**config.mk**
```make
export PLATFORM = sky130hd
export DESIGN_NAME = checksummed_sentence_parser
export DESIGN_NICKNAME = d
export VERILOG_FILES = /design/src/hdl/csp_pkg.sv /design/src/hdl/csp_ram.sv /design/src/hdl/csp_ctrl.sv /design/src/hdl/csp_dp.sv /design/src/hdl/checksummed_sentence_parser.sv
export SDC_FILE = /design/constraint.sdc
export NUM_CORES = 1
export LEC_CHECK = 0
export BUFFER_PORTS_ARGS = -buffer_cell sky130_fd_sc_hd__buf_2
export CAP_MARGIN = 20
export CORE_MARGIN = 10
export CORE_UTILIZATION = 50
export CTS_CLUSTER_SIZE = 20
export DETAILED_ROUTE_END_ITERATION = 8
export GPL_ROUTABILITY_DRIVEN = 1
export GPL_TIMING_DRIVEN = 0
export PLACE_DENSITY = 0.68
export SETUP_SLACK_MARGIN = 0.4
export SLEW_MARGIN = 20
export SYNTH_ARGS = -nofsm -noshare
export SYNTH_HDL_FRONTEND = slang
export SYNTH_SLANG_ARGS = --single-unit
```
**constraint.sdc**
```tcl
create_clock -name i_clk -period 4.94 [get_ports i_clk]
set_clock_uncertainty 0.15 [all_clocks]
set_input_delay 0.741 -clock i_clk [delete_from_list [all_inputs] [get_ports i_clk]]
set_output_delay 0.741 -clock i_clk [all_outputs]
set_load 0.02 [all_outputs]
```
**src/hdl/csp_pkg.sv**
```systemverilog
package csp_pkg;

    localparam int LINE_MAX_DEF = 48;
    localparam logic [15:0] PIXEL_LIMIT_RST = 16'd639;
    localparam logic [16:0] NUM_MAX = 17'd65535;

    typedef enum logic [2:0] {
        K_PONG = 3'd0,
        K_ACK  = 3'd1,
        K_PIX  = 3'd2,
        K_NA   = 3'd3,
        K_BAD  = 3'd4
    } t_kind;

    // parse modes of the line walk
    typedef enum logic [3:0] {
        M_HEAD, M_PONG_NUM, M_ACK_RUN, M_ACK_TASK, M_ACK_WORD, M_X_BODY, M_FAIL
    } t_mode;

    typedef enum logic [2:0] {
        S_IDLE, S_SCAN, S_READ, S_STEP, S_DONE, S_OUT
    } t_state;

    localparam logic [7:0] CH_DOLLAR = 8'h24;
    localparam logic [7:0] CH_STAR   = 8'h2A;
    localparam logic [7:0] CH_COMMA  = 8'h2C;
    localparam logic [7:0] CH_CR     = 8'h0D;
    localparam logic [7:0] CH_LF     = 8'h0A;

    // controller to datapath
    typedef struct packed {
        logic byte_in;     // a word was accepted
        logic clr_walk;    // start the line walk
        logic read;        // issue store read at walk index
        logic step;        // consume read byte
        logic finish;      // commit result registers
        logic out_take;    // result taken
    } t_cmd;

    // datapath to controller
    typedef struct packed {
        logic line_end;    // accepted byte ends a non-empty line
        logic walk_last;   // walk index at line end
    } t_sts;

    function automatic logic [4:0] hex_val(input logic [7:0] c);
        if (c >= 8'h30 && c <= 8'h39) return {1'b0, c[3:0]};
        if ((c >= 8'h41 && c <= 8'h46) || (c >= 8'h61 && c <= 8'h66))
            return {1'b0, c[3:0] + 4'd9};
        return 5'h10;
    endfunction

    function automatic logic is_dig(input logic [7:0] c);
        return (c >= 8'h30 && c <= 8'h39);
    endfunction

endpackage

```
**src/hdl/csp_ram.sv**
```systemverilog
module csp_ram #(
    parameter int WIDTH = 8,
    parameter int DEPTH = 48
) (
    input  logic                     i_clk,
    input  logic                     i_we,
    input  logic [$clog2(DEPTH)-1:0] i_waddr,
    input  logic [WIDTH-1:0]         i_wdata,
    input  logic [$clog2(DEPTH)-1:0] i_raddr,
    output logic [WIDTH-1:0]         o_rdata
);
    logic [WIDTH-1:0] r_mem [DEPTH];

    // write port and registered read
    always_ff @(posedge i_clk) begin
        if (i_we) r_mem[i_waddr] <= i_wdata;
        o_rdata <= r_mem[i_raddr];
    end
endmodule

```
**src/hdl/csp_ctrl.sv**
```systemverilog
module csp_ctrl import csp_pkg::*; (
    input  logic   i_clk,
    input  logic   i_rst_n,
    input  logic   i_valid,
    output logic   o_stall,
    output logic   o_valid,
    input  logic   i_stall,
    input  t_sts   i_sts,
    output t_cmd   o_cmd
);
    t_state r_state, n_state;

    always_ff @(posedge i_clk) begin
        if (!i_rst_n) r_state <= S_IDLE;
        else          r_state <= n_state;
    end

    // sequence: take word, walk the stored line, present result
    always_comb begin
        n_state = r_state;
        o_cmd   = '0;
        o_stall = 1'b1;
        o_valid = 1'b0;
        case (r_state)
            S_IDLE: begin
                o_stall = 1'b0;
                if (i_valid) begin
                    o_cmd.byte_in = 1'b1;
                    if (i_sts.line_end) begin
                        o_cmd.clr_walk = 1'b1;
                        n_state = S_READ;
                    end
                end
            end
            S_READ: begin
                if (i_sts.walk_last) n_state = S_DONE;
                else begin
                    o_cmd.read = 1'b1;
                    n_state = S_STEP;
                end
            end
            S_STEP: begin
                o_cmd.step = 1'b1;
                n_state = S_READ;
            end
            S_DONE: begin
                o_cmd.finish = 1'b1;
                n_state = S_OUT;
            end
            S_OUT: begin
                o_valid = 1'b1;
                if (!i_stall) begin
                    o_cmd.out_take = 1'b1;
                    n_state = S_IDLE;
                end
            end
            default: n_state = S_IDLE;
        endcase
    end
endmodule

```
**src/hdl/csp_dp.sv**
```systemverilog
module csp_dp import csp_pkg::*; #(
    parameter int LINE_MAX = LINE_MAX_DEF
) (
    input  logic        i_clk,
    input  logic        i_rst_n,
    input  logic [7:0]  i_rx_byte,
    input  logic        i_cfg_we,
    input  logic [15:0] i_cfg_data,
    input  t_cmd        i_cmd,
    output t_sts        o_sts,
    output logic [2:0]  o_line_kind,
    output logic        o_was_x_line,
    output logic [15:0] o_pong_id,
    output logic [15:0] o_run_id,
    output logic [2:0]  o_task_id,
    output logic        o_start_flag,
    output logic [15:0] o_pixel,
    output logic        o_pixel_valid,
    output logic [31:0] o_good_frames,
    output logic [31:0] o_bad_frames,
    output logic [31:0] o_bytes_seen,
    output logic [31:0] o_x_sequence
);
    localparam int AW = $clog2(LINE_MAX);
    localparam int LW = $clog2(LINE_MAX + 1);

    logic [15:0]   r_limit;
    logic [LW-1:0] r_len, r_end, r_idx;
    logic          r_cap;
    logic [AW-1:0] rd_addr;
    logic [7:0]    rd_data;
    logic          wr_en;

    // walk context
    t_mode       r_mode;
    logic [2:0]  r_pos;        // position inside header or word
    logic [16:0] r_num;
    logic        r_any;
    logic [7:0]  r_sum;
    logic        r_star;       // star seen
    logic [1:0]  r_hcnt;       // hex digits after star
    logic [7:0]  r_hex;
    logic        r_hbad;
    logic        r_isx;
    logic [15:0] r_run;
    logic [2:0]  r_task;
    logic        r_stw;        // word is START so far
    logic        r_spw;        // word is STOP so far
    logic [7:0]  r_first;

    logic [15:0] r_pong, r_runh, r_pix;
    logic [2:0]  r_taskh, r_kind;
    logic        r_starth, r_pixv, r_wasx;
    logic [31:0] r_good, r_bad, r_bytes, r_xcnt;

    wire is_end  = (i_rx_byte == CH_CR) || (i_rx_byte == CH_LF);
    assign wr_en = i_cmd.byte_in && r_cap && !is_end && (i_rx_byte != CH_DOLLAR)
                   && (r_len < LW'(LINE_MAX));
    assign o_sts.line_end  = r_cap && is_end && (r_len != '0) && (i_rx_byte != CH_DOLLAR);
    assign o_sts.walk_last = (r_idx == r_end);
    assign rd_addr = r_idx[AW-1:0];

    csp_ram #(.WIDTH(8), .DEPTH(LINE_MAX)) u_store (
        .i_clk  (i_clk),
        .i_we   (wr_en),
        .i_waddr(r_len[AW-1:0]),
        .i_wdata(i_rx_byte),
        .i_raddr(rd_addr),
        .o_rdata(rd_data)
    );

    // configuration register
    always_ff @(posedge i_clk) begin
        if (!i_rst_n)      r_limit <= PIXEL_LIMIT_RST;
        else if (i_cfg_we) r_limit <= i_cfg_data;
    end

    // capture control and byte counter
    always_ff @(posedge i_clk) begin
        if (!i_rst_n) begin
            r_len <= '0; r_cap <= 1'b0; r_bytes <= '0;
        end else if (i_cmd.byte_in) begin
            r_bytes <= r_bytes + 32'd1;
            if (i_rx_byte == CH_DOLLAR) begin
                r_len <= '0; r_cap <= 1'b1;
            end else if (r_cap) begin
                if (is_end) begin
                    r_len <= '0; r_cap <= 1'b0;
                end else if (r_len < LW'(LINE_MAX)) r_len <= r_len + 1'b1;
                else r_cap <= 1'b0;
            end
        end
    end

    // digit accumulate
    logic [16:0] num_nx;
    logic [20:0] num_w;
    logic        num_ovf;
    logic [4:0]  hx;
    assign num_w   = {4'd0, r_num} * 21'd10 + {17'd0, rd_data[3:0]};
    assign num_ovf = num_w > {4'd0, NUM_MAX};
    assign num_nx  = num_w[16:0];
    assign hx      = hex_val(rd_data);

    // characters expected in headers and words
    function automatic logic [7:0] pong_ch(input logic [2:0] p);
        case (p)
            3'd0: return 8'h50; 3'd1: return 8'h4F; 3'd2: return 8'h4E;
            3'd3: return 8'h47; default: return CH_COMMA;
        endcase
    endfunction
    function automatic logic [7:0] start_ch(input logic [2:0] p);
        case (p)
            3'd0: return 8'h53; 3'd1: return 8'h54; 3'd2: return 8'h41;
            3'd3: return 8'h52; default: return 8'h54;
        endcase
    endfunction
    function automatic logic [7:0] stop_ch(input logic [2:0] p);
        case (p)
            3'd0: return 8'h53; 3'd1: return 8'h54; 3'd2: return 8'h4F;
            default: return 8'h50;
        endcase
    endfunction

    // walk the line one byte per step
    always_ff @(posedge i_clk) begin
        if (i_cmd.clr_walk) begin
            r_end  <= r_len; r_idx <= '0; r_mode <= M_HEAD; r_pos <= '0;
            r_num  <= '0; r_any <= 1'b0; r_sum <= '0; r_star <= 1'b0;
            r_hcnt <= '0; r_hex <= '0; r_hbad <= 1'b0; r_isx <= 1'b0;
            r_stw  <= 1'b1; r_spw <= 1'b1;
        end else if (i_cmd.read) begin
            r_idx <= r_idx + 1'b1;
        end else if (i_cmd.step) begin
            if (r_idx == LW'(1)) r_first <= rd_data;
            if (r_idx == LW'(2)) r_isx <= (r_first == 8'h58) && (rd_data == CH_COMMA);
            if (r_star) begin
                if (r_hcnt != 2'd3) r_hcnt <= r_hcnt + 2'd1;
                if (hx[4]) r_hbad <= 1'b1;
                r_hex <= {r_hex[3:0], hx[3:0]};
            end else if (rd_data == CH_STAR) begin
                r_star <= 1'b1;
                // body end: close the field being parsed
                case (r_mode)
                    M_PONG_NUM, M_X_BODY: if (!r_any) r_mode <= M_FAIL;
                    M_ACK_WORD: if (!((r_stw && r_pos == 3'd5) ||
                                      (r_spw && r_pos == 3'd4))) r_mode <= M_FAIL;
                    default: r_mode <= M_FAIL;
                endcase
            end else begin
                r_sum <= r_sum ^ rd_data;
                case (r_mode)
                    M_HEAD: begin
                        r_pos <= r_pos + 3'd1;
                        // header: PONG, ACK, or X,
                        if (r_pos == 3'd0 && rd_data == 8'h58) r_stw <= 1'b1;
                        if (r_pos == 3'd1 && r_first == 8'h58) begin
                            if (rd_data == CH_COMMA) begin
                                r_mode <= M_X_BODY; r_pos <= 3'd0;
                            end else r_mode <= M_FAIL;
                        end else if (r_pos == 3'd3 && r_first == 8'h41) begin
                            if (rd_data == CH_COMMA && r_spw) begin
                                r_mode <= M_ACK_RUN; r_pos <= 3'd0;
                            end else r_mode <= M_FAIL;
                        end else if (r_pos == 3'd4 && r_first == 8'h50) begin
                            if (rd_data == CH_COMMA && r_stw) begin
                                r_mode <= M_PONG_NUM; r_pos <= 3'd0;
                            end else r_mode <= M_FAIL;
                        end
                        if (r_pos == 3'd0) r_first <= rd_data;
                        // track PONG and ACK prefixes in the word flags
                        if (rd_data != pong_ch(r_pos)) r_stw <= 1'b0;
                        if (rd_data != ((r_pos == 3'd0) ? 8'h41 :
                                        (r_pos == 3'd1) ? 8'h43 : 8'h4B)) r_spw <= 1'b0;
                        if (r_pos == 3'd0 && rd_data != 8'h50 && rd_data != 8'h41 &&
                            rd_data != 8'h58) r_mode <= M_FAIL;
                    end
                    M_PONG_NUM, M_ACK_RUN, M_ACK_TASK: begin
                        if (is_dig(rd_data)) begin
                            if (num_ovf) r_mode <= M_FAIL;
                            r_num <= num_nx; r_any <= 1'b1;
                        end else if (rd_data == CH_COMMA && r_any &&
                                     r_mode != M_PONG_NUM) begin
                            r_num <= '0; r_any <= 1'b0;
                            if (r_mode == M_ACK_RUN) begin
                                r_run <= r_num[15:0]; r_mode <= M_ACK_TASK;
                            end else if (r_num >= 17'd1 && r_num <= 17'd6) begin
                                r_task <= r_num[2:0]; r_mode <= M_ACK_WORD;
                                r_pos <= '0; r_stw <= 1'b1; r_spw <= 1'b1;
                            end else r_mode <= M_FAIL;
                        end else r_mode <= M_FAIL;
                    end
                    M_ACK_WORD: begin
                        if (r_pos == 3'd5 || rd_data != start_ch(r_pos)) r_stw <= 1'b0;
                        if (r_pos >= 3'd4 || rd_data != stop_ch(r_pos)) r_spw <= 1'b0;
                        if (r_pos != 3'd7) r_pos <= r_pos + 3'd1;
                    end
                    M_X_BODY: begin
                        // NA or digits
                        if (is_dig(rd_data) && r_pos == 3'd0) begin
                            if (num_ovf) r_mode <= M_FAIL;
                            r_num <= num_nx; r_any <= 1'b1;
                        end else if (!r_any && r_pos == 3'd0 && rd_data == 8'h4E) begin
                            r_pos <= 3'd1;
                        end else if (r_pos == 3'd1 && rd_data == 8'h41) begin
                            r_pos <= 3'd2; r_any <= 1'b1;
                        end else r_mode <= M_FAIL;
                    end
                    default: ;
                endcase
            end
        end
    end

    // judge the walked line
    logic        ck_ok, good;
    t_kind       kind;
    always_comb begin
        ck_ok = r_star && r_hcnt == 2'd2 && !r_hbad && r_hex == r_sum && r_end > LW'(3);
        kind = K_BAD;
        if (ck_ok) begin
            case (r_mode)
                M_PONG_NUM: kind = K_PONG;
                M_ACK_WORD: kind = K_ACK;
                M_X_BODY:   kind = (r_pos == 3'd2) ? K_NA :
                                   (r_num <= {1'b0, r_limit}) ? K_PIX : K_BAD;
                default:    kind = K_BAD;
            endcase
        end
        good = (kind != K_BAD);
    end

    // commit result
    always_ff @(posedge i_clk) begin
        if (!i_rst_n) begin
            r_pong <= '0; r_runh <= '0; r_taskh <= '0; r_starth <= 1'b0;
            r_pix <= '0; r_pixv <= 1'b0; r_good <= '0; r_bad <= '0; r_xcnt <= '0;
        end else if (i_cmd.finish) begin
            r_kind <= kind;
            r_wasx <= r_isx;
            if (good) r_good <= r_good + 32'd1;
            else      r_bad  <= r_bad + 32'd1;
            if (r_isx) begin
                r_xcnt <= r_xcnt + 32'd1;
                r_pixv <= (kind == K_PIX);
            end
            if (kind == K_PONG) r_pong <= r_num[15:0];
            if (kind == K_ACK) begin
                r_runh <= r_run; r_taskh <= r_task; r_starth <= r_stw;
            end
            if (kind == K_PIX) r_pix <= r_num[15:0];
        end
    end

    assign o_line_kind   = r_kind;
    assign o_was_x_line  = r_wasx;
    assign o_pong_id     = r_pong;
    assign o_run_id      = r_runh;
    assign o_task_id     = r_taskh;
    assign o_start_flag  = r_starth;
    assign o_pixel       = r_pix;
    assign o_pixel_valid = r_pixv;
    assign o_good_frames = r_good;
    assign o_bad_frames  = r_bad;
    assign o_bytes_seen  = r_bytes;
    assign o_x_sequence  = r_xcnt;
endmodule

```
**src/hdl/checksummed_sentence_parser.sv**
```systemverilog
// A byte that is not a line end is taken without leaving the idle state.
// A line end walks the stored line over the single store read port, each byte
// read in S_READ and consumed in S_STEP; S_DONE commits, S_OUT presents.
// Throughput: one word per cycle in a line; input stalls until the result is taken.
// Reset: synchronous active low; clears counters, capture state and held values
// but line_kind and was_x_line, restores pixel_limit to 639; line store not cleared.
module checksummed_sentence_parser import csp_pkg::*; #(
    parameter int LINE_MAX = LINE_MAX_DEF
) (
    input  logic        i_clk,
    input  logic        i_rst_n,
    input  logic        i_valid,
    output logic        o_stall,
    input  logic [7:0]  i_rx_byte,
    input  logic        i_cfg_we,
    input  logic [15:0] i_cfg_data,
    output logic        o_valid,
    input  logic        i_stall,
    output logic [2:0]  o_line_kind,
    output logic        o_was_x_line,
    output logic [15:0] o_pong_id,
    output logic [15:0] o_run_id,
    output logic [2:0]  o_task_id,
    output logic        o_start_flag,
    output logic [15:0] o_pixel,
    output logic        o_pixel_valid,
    output logic [31:0] o_good_frames,
    output logic [31:0] o_bad_frames,
    output logic [31:0] o_bytes_seen,
    output logic [31:0] o_x_sequence
);
    t_cmd cmd;
    t_sts sts;

    csp_ctrl u_ctrl (
        .i_clk, .i_rst_n, .i_valid, .o_stall, .o_valid, .i_stall,
        .i_sts(sts), .o_cmd(cmd)
    );

    csp_dp #(.LINE_MAX(LINE_MAX)) u_dp (
        .i_clk, .i_rst_n, .i_rx_byte, .i_cfg_we, .i_cfg_data,
        .i_cmd(cmd), .o_sts(sts),
        .o_line_kind, .o_was_x_line, .o_pong_id, .o_run_id, .o_task_id,
        .o_start_flag, .o_pixel, .o_pixel_valid, .o_good_frames,
        .o_bad_frames, .o_bytes_seen, .o_x_sequence
    );

    // a result holds while stalled
    a_hold: assert property (@(posedge i_clk) disable iff (!i_rst_n)
        o_valid && i_stall |=> o_valid && $stable(o_good_frames) && $stable(o_line_kind))
        else $error("result changed while stalled");

    // one frame counter advances per delivered result
    a_count: assert property (@(posedge i_clk) disable iff (!i_rst_n)
        $rose(o_valid) |-> ($past(o_good_frames) != o_good_frames) ||
                           ($past(o_bad_frames) != o_bad_frames))
        else $error("frame counters did not advance");

    // no input taken while a result waits
    a_busy: assert property (@(posedge i_clk) disable iff (!i_rst_n)
        o_valid |-> o_stall)
        else $error("input open during result");
endmodule
```
==> impl_metrics.json, run 1 <==
{
  "peakVddDrop_v": 0.000472,
  "register_area_sq_um": 18000,
  "htree_levels": 3,
  "required_ps": 5330,
  "die_y_um": 267,
  "ys_ff_latch": 690,
  "fin_area_sq_um": 34700,
  "cts-root-buf": "clkbuf_16",
  "synthCells": 2427,
  "syn_to_final_growth_pct": 14.2,
  "start_kind": "register",
  "drive_gt1_share_pct": 18.6,
  "portBuffers": 214,
  "period_share_pct": 84.5,
  "gr-total-overflow": 0,
  "first_pass_iters": 6,
  "drtAntennaViolNets": 0,
  "setup_viol": 0,
  "core_sq_um": 60200,
  "hold_violations": 0,
  "rows": 90,
  "place.detailed.hpwl_mm": 56.7,
  "async_flop_share_pct": 0,
  "n_antenna_cell": 0,
  "grtUsageTotal_pct": 22.1,
  "multi_input_area_sq_um": 11700,
  "power_density_nw_per_um2": 405,
  "rsz0062_at_grt": "false",
  "final.setup.tns_ps": 0,
  "status": "finished clean",
  "nets": 2816,
  "arrival_ps": 4560,
  "crit_chain": "ha_1, ha_1, fa_1, xor2_1, nand4_1, nor4_1, or3b_1, nor2b_1, nand4bb_1, a21oi_1, a211oi_1",
  "grt_pass1_vias": 20838,
  "dieWidth_um": 267,
  "avgSynthCellArea_sq_um": 12.5,
  "hold_buffers": 0,
  "p_leak_uw": 0.0125,
  "cp_slowest_stage_delay_ps": 700,
  "cts_resized": 0,
  "ys_seq_area_share_pct": 59.3,
  "numCtsBuffers": 71,
  "post_cts_buffers": 0,
  "slowest_stage": "dfxtp_1",
  "setup_ws_ps": 767,
  "max_freq_mhz": 240,
  "synth.distinct_cells": 92,
  "fin_hold_ws_ps": 188,
  "route.detailed.drc": 0,
  "worst_slew_pin_slew_ps": 1060,
  "slew-limit-headroom_pct": 29.7,
  "initial_utilization_pct": 50.5,
  "path_buf_inv": 0,
  "clk_path_buf_depth": 3,
  "antenna_found_initial": 1,
  "die_area_sq_um": 71100,
  "maxCapViolCount": 0,
  "yosys_warnings": 0,
  "endpoint_kind": "register",
  "finalCriticalPeriod_ps": 4170,
  "clkTransAtPathRegs_ps": 70,
  "synth_area_sq_um": 30400,
  "pre_cts_slack_ps": 494,
  "syn_nets": 2528,
  "grt_pass1_wl_mm": 123,
  "pin_count": 216,
  "grt_max_degree": 52,
  "synth_ff_type": "edfxtp_1",
  "crit_fanout": 11,
  "path_delay_family": "simple AND/OR/NAND/NOR gates",
  "synth_edf_count": 421,
  "postPlaceCellArea_sq_um": 32500,
  "vias": 21049,
  "n_fill_cell": 4744,
  "critical_path_class": "register to register",
  "drt_iter0_drc": 1775,
  "wl_per_cell_um": 22.5,
  "cpMostUsedCell": "ha_1",
  "clock-sinks": 690,
  "hold_class": "input port to register",
  "gp_congestion": 0.899,
  "vias_per_cell": 5.92,
  "clk_latency_ps": 630,
  "drv_slew": 0,
  "drt-total-wl_mm": 79.9,
  "cts_tree": "yes"
}
Yosys cell counts (all sizes together), types with 17 or more instances:
cell type	count	area, sq um
o21ai	81	405
edfxtp	421	12600
a21oi	143	727
a22oi	18	165
inv	63	236
nand3	68	340
nand2	226	851
clkbuf	82	308
nor4	22	138
and3	29	181
mux4	120	2700
a211oi	23	195
nor3	21	105
xor2	62	551
nor2	232	873
or3	33	206
nand4	40	250
dfxtp	269	5390
nand2b	22	138
and2	17	106
buf	41	201
mux2i	28	280
xnor2	64	561
ha	70	876
layout by cell type, fill, tap and decap left out, types with 12 or more instances in the layout:
master	instances
nand3_1	68
xor2_1	61
nand4_1	40
mux4_2	120
nor2_1	230
xnor2_1	64
and4_1	15
edfxtp_1	421
clkbuf_16	72
and3_1	29
clkbuf_1	98
nand3b_1	13
o21ai_0	63
clkinv_2	12
nor2b_1	12
and2_1	17
nor4_1	21
mux2i_1	28
a21o_1	15
nand2b_1	22
buf_2	232
buf_1	20
a21oi_1	142
a211oi_1	20
dfxtp_1	269
nand2_1	225
nor3_1	20
o21ai_1	18
inv_1	61
or3_1	33
a22oi_1	12
o211ai_1	15
ha_1	70
area by class of cell:
type / count / share of cell area [%]
clock inverter: 28 / 0.656
clock buffer: 102 / 5.82
multi-input combinational: 1551 / 33.6
inverter: 63 / 0.681
tap: 782 / 2.82
sequential: 690 / 51.9
buffer: 123 / 1.47
timing repair buffer: 215 / 3.10
logic make-up (layout without fill, tap and decap cells):
| logic type | after synthesis | count (layout) | share of synthesized area (%) |
|---|---|---|---|
| AO/OA/AOI/OAI | 397 | 397 | 8.57 |
| buffers and inverters | 186 | 531 | 2.45 |
| AND/OR/NAND/NOR | 801 | 801 | 13.0 |
| multiplexers | 155 | 155 | 10.1 |
| adder cells (fa/ha/maj) | 72 | 72 | 3.01 |
| XOR/XNOR | 126 | 126 | 3.65 |
| flip-flops | 690 | 690 | 59.3 |
power by group:
part           total [uW]  internal, uW  switching [uW]
registers            6250          6160            85.7
clock network        5190          2890            2290
logic                2650          1200            1440
total               14100         10300            3820
sequential cells by signal, indices dropped and copies added (netlist names), 17 cells and up:
register	count
u_dp.u_store.r_mem	384
u_dp.o_bytes_seen	32
u_dp.r_num	17
u_dp.o_bad_frames	32
u_dp.o_good_frames	32
u_dp.o_x_sequence	32
tightest hold or removal path: cells and delay by family:
kind / cells / cell delay [ps]
buf+inv: 1 / 80
mux: 1 / 60
simple gates: 1 / 60
stage by stage:
stage / total power, uW / cells / util (%)
after floorplan: 8220 / 2427 / -
after global placement: 8960 / 3423 / 53.9
after detailed placement: 9000 / 3424 / 53.9
after CTS: 14200 / 3554 / 57.6
after global routing: 14600 / 3554 / 57.6
final: 14100 / 3554 / 57.6
path summary, 6_finish.rpt:
path / end / from / cells past startpoint / slack, ps
min reg2reg: u_dp.r_end[2] / u_dp.r_len[2] / 0 / 280
min: u_dp.r_limit[0] / i_cfg_data[0] / 3 / 190
max reg2reg: u_dp.r_mode[2] / u_dp.r_num[1] / 11 / 770
max: u_dp.r_mode[2] / u_dp.r_num[1] / 11 / 770
metal layers:
layer / global-route usage, % / part of all wire [%]
met2: 37.2 / 48
met5: 0 / 0.016
met4: 8.03 / 3.5
met3: 3.47 / 6.5
met1: 28.6 / 42
Power figures use the tool's default switching activity.
==> run 2, diff against run 1 <==
--- a/config.mk
+++ b/config.mk
@@ -5,6 +5,7 @@
 export SDC_FILE = /design/constraint.sdc
 export NUM_CORES = 1
 export LEC_CHECK = 0
+export ABC_AREA = 1
 export BUFFER_PORTS_ARGS = -buffer_cell sky130_fd_sc_hd__buf_2
 export CAP_MARGIN = 20
 export CORE_MARGIN = 10
==> constraint.sdc (replaced) <==
create_clock -name i_clk -period 3.9 [get_ports i_clk]
set_clock_uncertainty 0.15 [all_clocks]
set_input_delay 0.585 -clock i_clk [delete_from_list [all_inputs] [get_ports i_clk]]
set_output_delay 0.585 -clock i_clk [all_outputs]
set_load 0.02 [all_outputs]
==> run 2 against run 1 <==
  * Critical path depth increased by 8
  * Final cell count increased by 34%
  * Worst setup slack got worse by 220 ps
  * Via count rose by 28%
  * Register-to-register slack got worse by 220 ps
  * Sequential share of layout area down 3.0 points
  * Critical path type unchanged
  * Core utilization up 0.71 points
==> impl_metrics.json, run 2 <==
{
  "dieWidth_um": 273,
  "drv_slew": 0,
  "htree_levels": 3,
  "rows": 92,
  "use_met3_pct": 4.66,
  "maxCapViolCount": 0,
  "use_met2_pct": 40.6,
  "pre_cts_slack_ps": -371,
  "reg2reg_depth": 19,
  "mostFrequentLayoutCells": "666 x nand2_1, 500 x nor2_1, 421 x edfxtp_1",
  "worst_slew_pin_slew_ps": 987,
  "wl_per_cell_um": 20.2,
  "r2r_end": "u_dp.r_mode[0]",
  "drt-total-wl_mm": 96.4,
  "die_y_um": 273,
  "p_clk_share_pct": 38.0,
  "cts_tree": "yes",
  "dpl.cell_count": 4636,
  "grt_pass1_vias": 25045,
  "rsz0062_at_grt": "true",
  "synth_area_leader_cell": "edfxtp_1",
  "worstSetupStartpoint": "u_dp.r_num[2]",
  "cts-root-buf": "clkbuf_16",
  "drt_iter0_drc": 2819,
  "gp_congestion": 0.946,
  "clock-sinks": 690,
  "power.switching_uw": 5750,
  "cp_slowest_stage_delay_ps": 550,
  "hold_violations": 0,
  "max_freq_mhz": 299,
  "pin_count": 216,
  "min-delay-start": "i_cfg_data[5]",
  "clk_latency_ps": 640,
  "p_int_uw": 12900,
  "clkTransAtPathRegs_ps": 60,
  "numCtsBuffers": 72,
  "ys_seq_area_share_pct": 56.4,
  "largest_register_ffs": 384,
  "gr-total-overflow": 0,
  "synth_top_cell_area_share_pct": 39.5,
  "syn_nets": 3677,
  "sw_frac_of_total_pct": 30.8,
  "first_pass_iters": 6,
  "p_seq_share_pct": 42.4,
  "grtUsageTotal_pct": 25.0,
  "initial_utilization_pct": 50.6,
  "postPlaceCellArea_sq_um": 34100,
  "start_kind": "register",
  "yosysMostFrequentCell": "nand2_1",
  "setup_viol": 0,
  "n_antenna_cell": 0,
  "slowest_stage": "fa_2",
  "hold_class": "input port to register",
  "ys_top_cells_by_area": "edfxtp_1 40%, dfxtp_1 17%, nand2_1 7.8%",
  "drive_gt1_share_pct": 13.0,
  "endpoint_kind": "register",
  "slew-limit-headroom_pct": 34.2,
  "synthCells": 3576,
  "rrSetupSlack_ps": 550,
  "peakVddDrop_v": 0.000511,
  "clk_path_buf_depth": 3,
  "fin_area_sq_um": 36900,
  "crit_fanout": 8,
  "antenna_found_initial": 1,
  "register_area_sq_um": 18100,
  "syn_to_final_growth_pct": 15.3,
  "drtAntennaViolNets": 0,
  "setup_ws_ps": 551,
  "cpMostUsedCell": "nand2_1",
  "synth_ff_type": "edfxtp_1",
  "portBuffers": 214,
  "holdPathStages": 3,
  "finalCriticalPeriod_ps": 3350,
  "hold_path_end": "u_dp.r_limit[5]",
  "r2r_start": "u_dp.r_num[2]",
  "crit_chain": "ha_1, ha_4, fa_2, nand2_1, nor2_1, nand2_1, a21oi_2, nand3_2, nor2_4, nand2_1, nor2_1, nand3_1, nand2_1, nand2_1, nor2_4, nand3_1, nand2_1, nand2_1, a21oi_1",
  "required_ps": 4290,
  "synth_area_sq_um": 32000,
  "top_register": "u_dp.u_store.r_mem",
  "synth.distinct_cells": 64,
  "final_common_cell": "nand2_1",
  "vias_per_cell": 5.65,
  "synthTopCellsByCount": "667 x nand2_1, 546 x nor2_1, 421 x edfxtp_1, 282 x inv_1, 278 x o21ai_0",
  "combPwrFrac_pct": 19.6,
  "async_flop_share_pct": 0,
  "core_sq_um": 63200,
  "grt_max_degree": 52,
  "p_leak_uw": 0.0139,
  "status": "finished clean",
  "yosys_warnings": 0,
  "power_density_nw_per_um2": 506,
  "place.detailed.hpwl_mm": 69.3,
  "grt.busiest_layer": "met2",
  "avgSynthCellArea_sq_um": 8.95,
  "n_fill_cell": 5616,
  "vias": 26961,
  "synth_edf_count": 421,
  "critical_path_class": "register to register",
  "nets": 3970,
  "fin_cells": 4774,
  "route.detailed.drc": 0,
  "met1_usage_pct": 32.6,
  "ys_ff_latch": 690,
  "power_uw": 18600,
  "die_area_sq_um": 74500,
  "period_share_pct": 85.9,
  "arrival_ps": 3740,
  "grt_pass1_wl_mm": 146,
  "multi_input_area_sq_um": 12400
}
## run 2: changes by cell type after synthesis, moves of 32 or more
cell / change
a21oi_1: +50
inv_1: +221
inv_2: +34
mux4_2: -120
nand2_1: +442
nand3_1: +93
nand4_1: +34
nor2_1: +315
nor3_1: +52
o21ai_0: +215
o22ai_1: +95
or3_1: -32
xnor2_1: -46
## run 2: area by class of cell
type,instances,share of cell area (%)
plain buffers,128,1.42
clock buffers,96,5.44
clock inverters,37,1.31
inverters,323,3.29
multi-input cells,2435,33.7
flip-flops and latches,690,49.0
well taps,846,2.87
repair buffers,219,3.05
## run 2: repair_timing
action / CTS / global route
hold buffers: 0 / 0
endpoints found under the setup margin: 82 / 410
resized for setup: 13 / 76
buffers inserted: 0 / 5
pin swaps: 0 / 6
## run 2: how the worst max path moves through the flow
stage / endpoint
5_1_grt: u_dp.r_mode[0]
3_5_place_dp: u_dp.u_store.r_mem[18][0]
4_1_cts: u_dp.u_store.r_mem[40][2]
2_1_floorplan: u_dp.r_mode[0]
3_3_place_gp: u_dp.u_store.r_mem[18][0]
6_report: u_dp.r_mode[0]
## run 2: per-stage QoR
stage	setup TNS (ps)	hold WS, ps	utilization [%]
floorplan	0	280	-
global placement	-78170	292	54.0
detailed placement	-89390	293	54.0
CTS	0	35.6	58.0
global route	0	52.0	58.4
finish	0	60.1	58.4
## run 2: logic make-up (layout without fill, tap and decap cells)
logic type      Yosys count  in the layout  share of synthesized area (%)
compound gates          663            663                           11.4
simple gates           1631           1631                           22.0
xor+xnor                 69             69                           1.89
buf+inv                 451            803                           5.41
fa+ha+maj                72             72                           2.86
flops                   690            690                           56.4
## run 2: power by group through the flow
stage	clock, uW	sequential, uW	combinational, uW
detailed placement	0	8060	3490
global route	7470	7900	3930
global placement	0	8050	3470
finish	7090	7900	3650
CTS	7140	7900	3510
floorplan	0	8020	2180
## run 2: per-layer routing
metal,wire (um),vias up,part of all wire [%]
li1,-,12867,-
met1,39500,12661,41
met2,44800,1223,47
met3,8210,210,8.5
met4,3860,0,4.0
met5,0,-,0
## run 2: worst max-delay path, delay by kind of cell (launching register included)
kind	cells	cell delay, ps
simple gates	14	1420
fa+ha+maj	3	980
compound gates	2	290
flops	1	400
==> run 3, diff against run 2 <==
--- a/config.mk
+++ b/config.mk
@@ -8,13 +8,14 @@
 export ABC_AREA = 1
 export BUFFER_PORTS_ARGS = -buffer_cell sky130_fd_sc_hd__buf_2
 export CAP_MARGIN = 20
+export CORE_ASPECT_RATIO = 2
 export CORE_MARGIN = 10
 export CORE_UTILIZATION = 50
 export CTS_CLUSTER_SIZE = 20
 export DETAILED_ROUTE_END_ITERATION = 8
 export GPL_ROUTABILITY_DRIVEN = 1
 export GPL_TIMING_DRIVEN = 0
-export PLACE_DENSITY = 0.68
+export PLACE_DENSITY_LB_ADDON = 0.3
 export SETUP_SLACK_MARGIN = 0.4
 export SLEW_MARGIN = 20
 export SYNTH_ARGS = -nofsm -noshare
==> run 3 against run 2 <==
  * Worst setup slack lost 130 ps
  * Maximum frequency down 3.8%
  * Largest cell class unchanged
  * First-iteration DRC count fell by 28%
  * Highest routed layer unchanged
  * Non-clock buffer count up 3
  * Largest power group unchanged
  * Clock-buffer cell count is 25 lower
  * Critical path depth is 11 lower
  * Combinational power is 3% higher
  * Via count increased by 0.52%
==> impl_metrics.json, run 3 (same netlist as run 2, synthesis figures left out) <==
{
  "power_density_nw_per_um2": 487,
  "die_area_sq_um": 75100,
  "clk_latency_ps": 650,
  "final_common_cell": "nand2_1",
  "status": "finished clean",
  "place.detailed.hpwl_mm": 80.8,
  "grt.busiest_layer": "met2",
  "grt_pass1_wl_mm": 157,
  "grtUsageTotal_pct": 27.6,
  "endpoint_kind": "register",
  "syn_to_final_growth_pct": 13.0,
  "gp_congestion": 0.997,
  "required_ps": 4020,
  "nets": 3958,
  "dieWidth_um": 199,
  "vias": 27101,
  "die_y_um": 378,
  "n_fill_cell": 5772,
  "first_pass_iters": 6,
  "slew-limit-headroom_pct": 31.5,
  "peakVddDrop_v": 0.000400,
  "met1_usage_pct": 25.7,
  "rsz0062_at_grt": "true",
  "antenna_found_initial": 0,
  "portBuffers": 214,
  "worst_slew_pin_slew_ps": 1030,
  "drt_iter0_drc": 2019,
  "cpMostUsedCell": "nor2_1",
  "cts-root-buf": "clkbuf_16",
  "core_sq_um": 63600,
  "crit_chain": "buf_2, nor4_1, and2_1, nor2_1, nand2_1, nor2_1, nand3_1, nor2_1",
  "setup_viol": 0,
  "cts_tree": "yes",
  "clock-sinks": 690,
  "pre_cts_slack_ps": -586,
  "largest_register_ffs": 384,
  "wl_per_cell_um": 22.5,
  "drt-total-wl_mm": 106,
  "hold_class": "input port to register",
  "fin_hold_ws_ps": 40.5,
  "drive_gt1_share_pct": 12.0,
  "vias_per_cell": 5.77,
  "rows": 131,
  "pin_count": 216,
  "drtAntennaViolNets": 0,
  "finalCriticalPeriod_ps": 3480,
  "initial_utilization_pct": 50.3,
  "maxCapViolCount": 0,
  "finish.utilization_pct": 56.9,
  "max_freq_mhz": 287,
  "clkTransAtPathRegs_ps": 70,
  "p_leak_uw": 0.0137,
  "start_kind": "input port",
  "grt_max_degree": 52,
  "critical_path_class": "input port to register",
  "hold_violations": 0,
  "slowest_stage": "nor2_1",
  "use_met3_pct": 4.53,
  "mostFrequentLayoutCells": "665 x nand2_1, 529 x nor2_1, 421 x edfxtp_1",
  "period_share_pct": 89.3,
  "clk_path_buf_depth": 3,
  "path_buf_inv": 1,
  "drv_slew": 0,
  "numCtsBuffers": 57,
  "n_antenna_cell": 0,
  "route.detailed.drc": 0,
  "cp_slowest_stage_delay_ps": 900,
  "top_register": "u_dp.u_store.r_mem",
  "gr-total-overflow": 0,
  "grt_pass1_vias": 27026,
  "crit_fanout": 50,
  "htree_levels": 2,
  "arrival_ps": 3610,
  "path_delay_family": "simple AND/OR/NAND/NOR gates",
  "use_met2_pct": 52.0,
  "setup_ws_ps": 418
}
run 3: final cells by class:
| class | count | area (sq um) | area share [%] |
|---|---|---|---|
| flip-flops and latches | 690 | 18000 | 49.9 |
| repair buffers | 222 | 1160 | 3.20 |
| inverters | 323 | 1210 | 3.35 |
| clock inverters | 33 | 377 | 1.04 |
| plain buffers | 128 | 529 | 1.46 |
| well taps | 798 | 998 | 2.76 |
| clock buffers | 71 | 1520 | 4.20 |
| multi-input cells | 2435 | 12300 | 34.1 |
run 3: report_power, final:
group          switching, uW  internal, uW
Combinational           2750          1010
Sequential               101          7800
Clock                   2750          3190
Total                   5600         12000
run 3: timing repair:
| item | CTS | global route |
|---|---|---|
| hold buffers | 1 | 0 |
| pin swaps | 0 | 5 |
| hold endpoints to repair | 1 | 0 |
| endpoints found under the setup margin | 263 | 86 |
| setup buffers | 0 | 6 |
| resized for setup | 26 | 36 |
run 3: path summary, 6_finish.rpt:
check | slack (ps) | start | cells past startpoint | end
worst min register to register | 310 | u_dp.r_hbad | 2 | u_dp.r_hbad
worst max-delay path | 420 | i_rx_byte[5] | 8 | u_dp.u_store.r_mem[33][7]
worst min-delay path | 40 | i_cfg_data[6] | 3 | u_dp.r_limit[6]
worst max register to register | 460 | u_dp.r_idx[0] | 9 | u_dp.u_store.o_rdata[2]
run 3: worst register-to-register path: stages (launching register included):
cell and delay, ps:
dfxtp_1 410, inv_2 240, clkbuf_1 750, clkbuf_1 730, nor2_1 90, o22ai_1 320
nand2_1 130, nand4_1 180, nand2_1 150, o211ai_1 180
run 3: per-stage QoR:
stage	cells	area, sq um	setup TNS, ps	power, uW
after floorplan	3576	32000	0	10200
after global routing	4700	36200	0	18200
after CTS	4694	36000	0	17500
after detailed placement	4589	34100	-131050	11600
after global placement	4588	34100	-94480	11600
final	4700	36200	0	17600
run 3: routing by layer:
metal  vias up  wire, um
li1      12813         -
met3       365      7140
met5         -         0
met4         0      9060
met1     12745     33800
met2      1178     55700
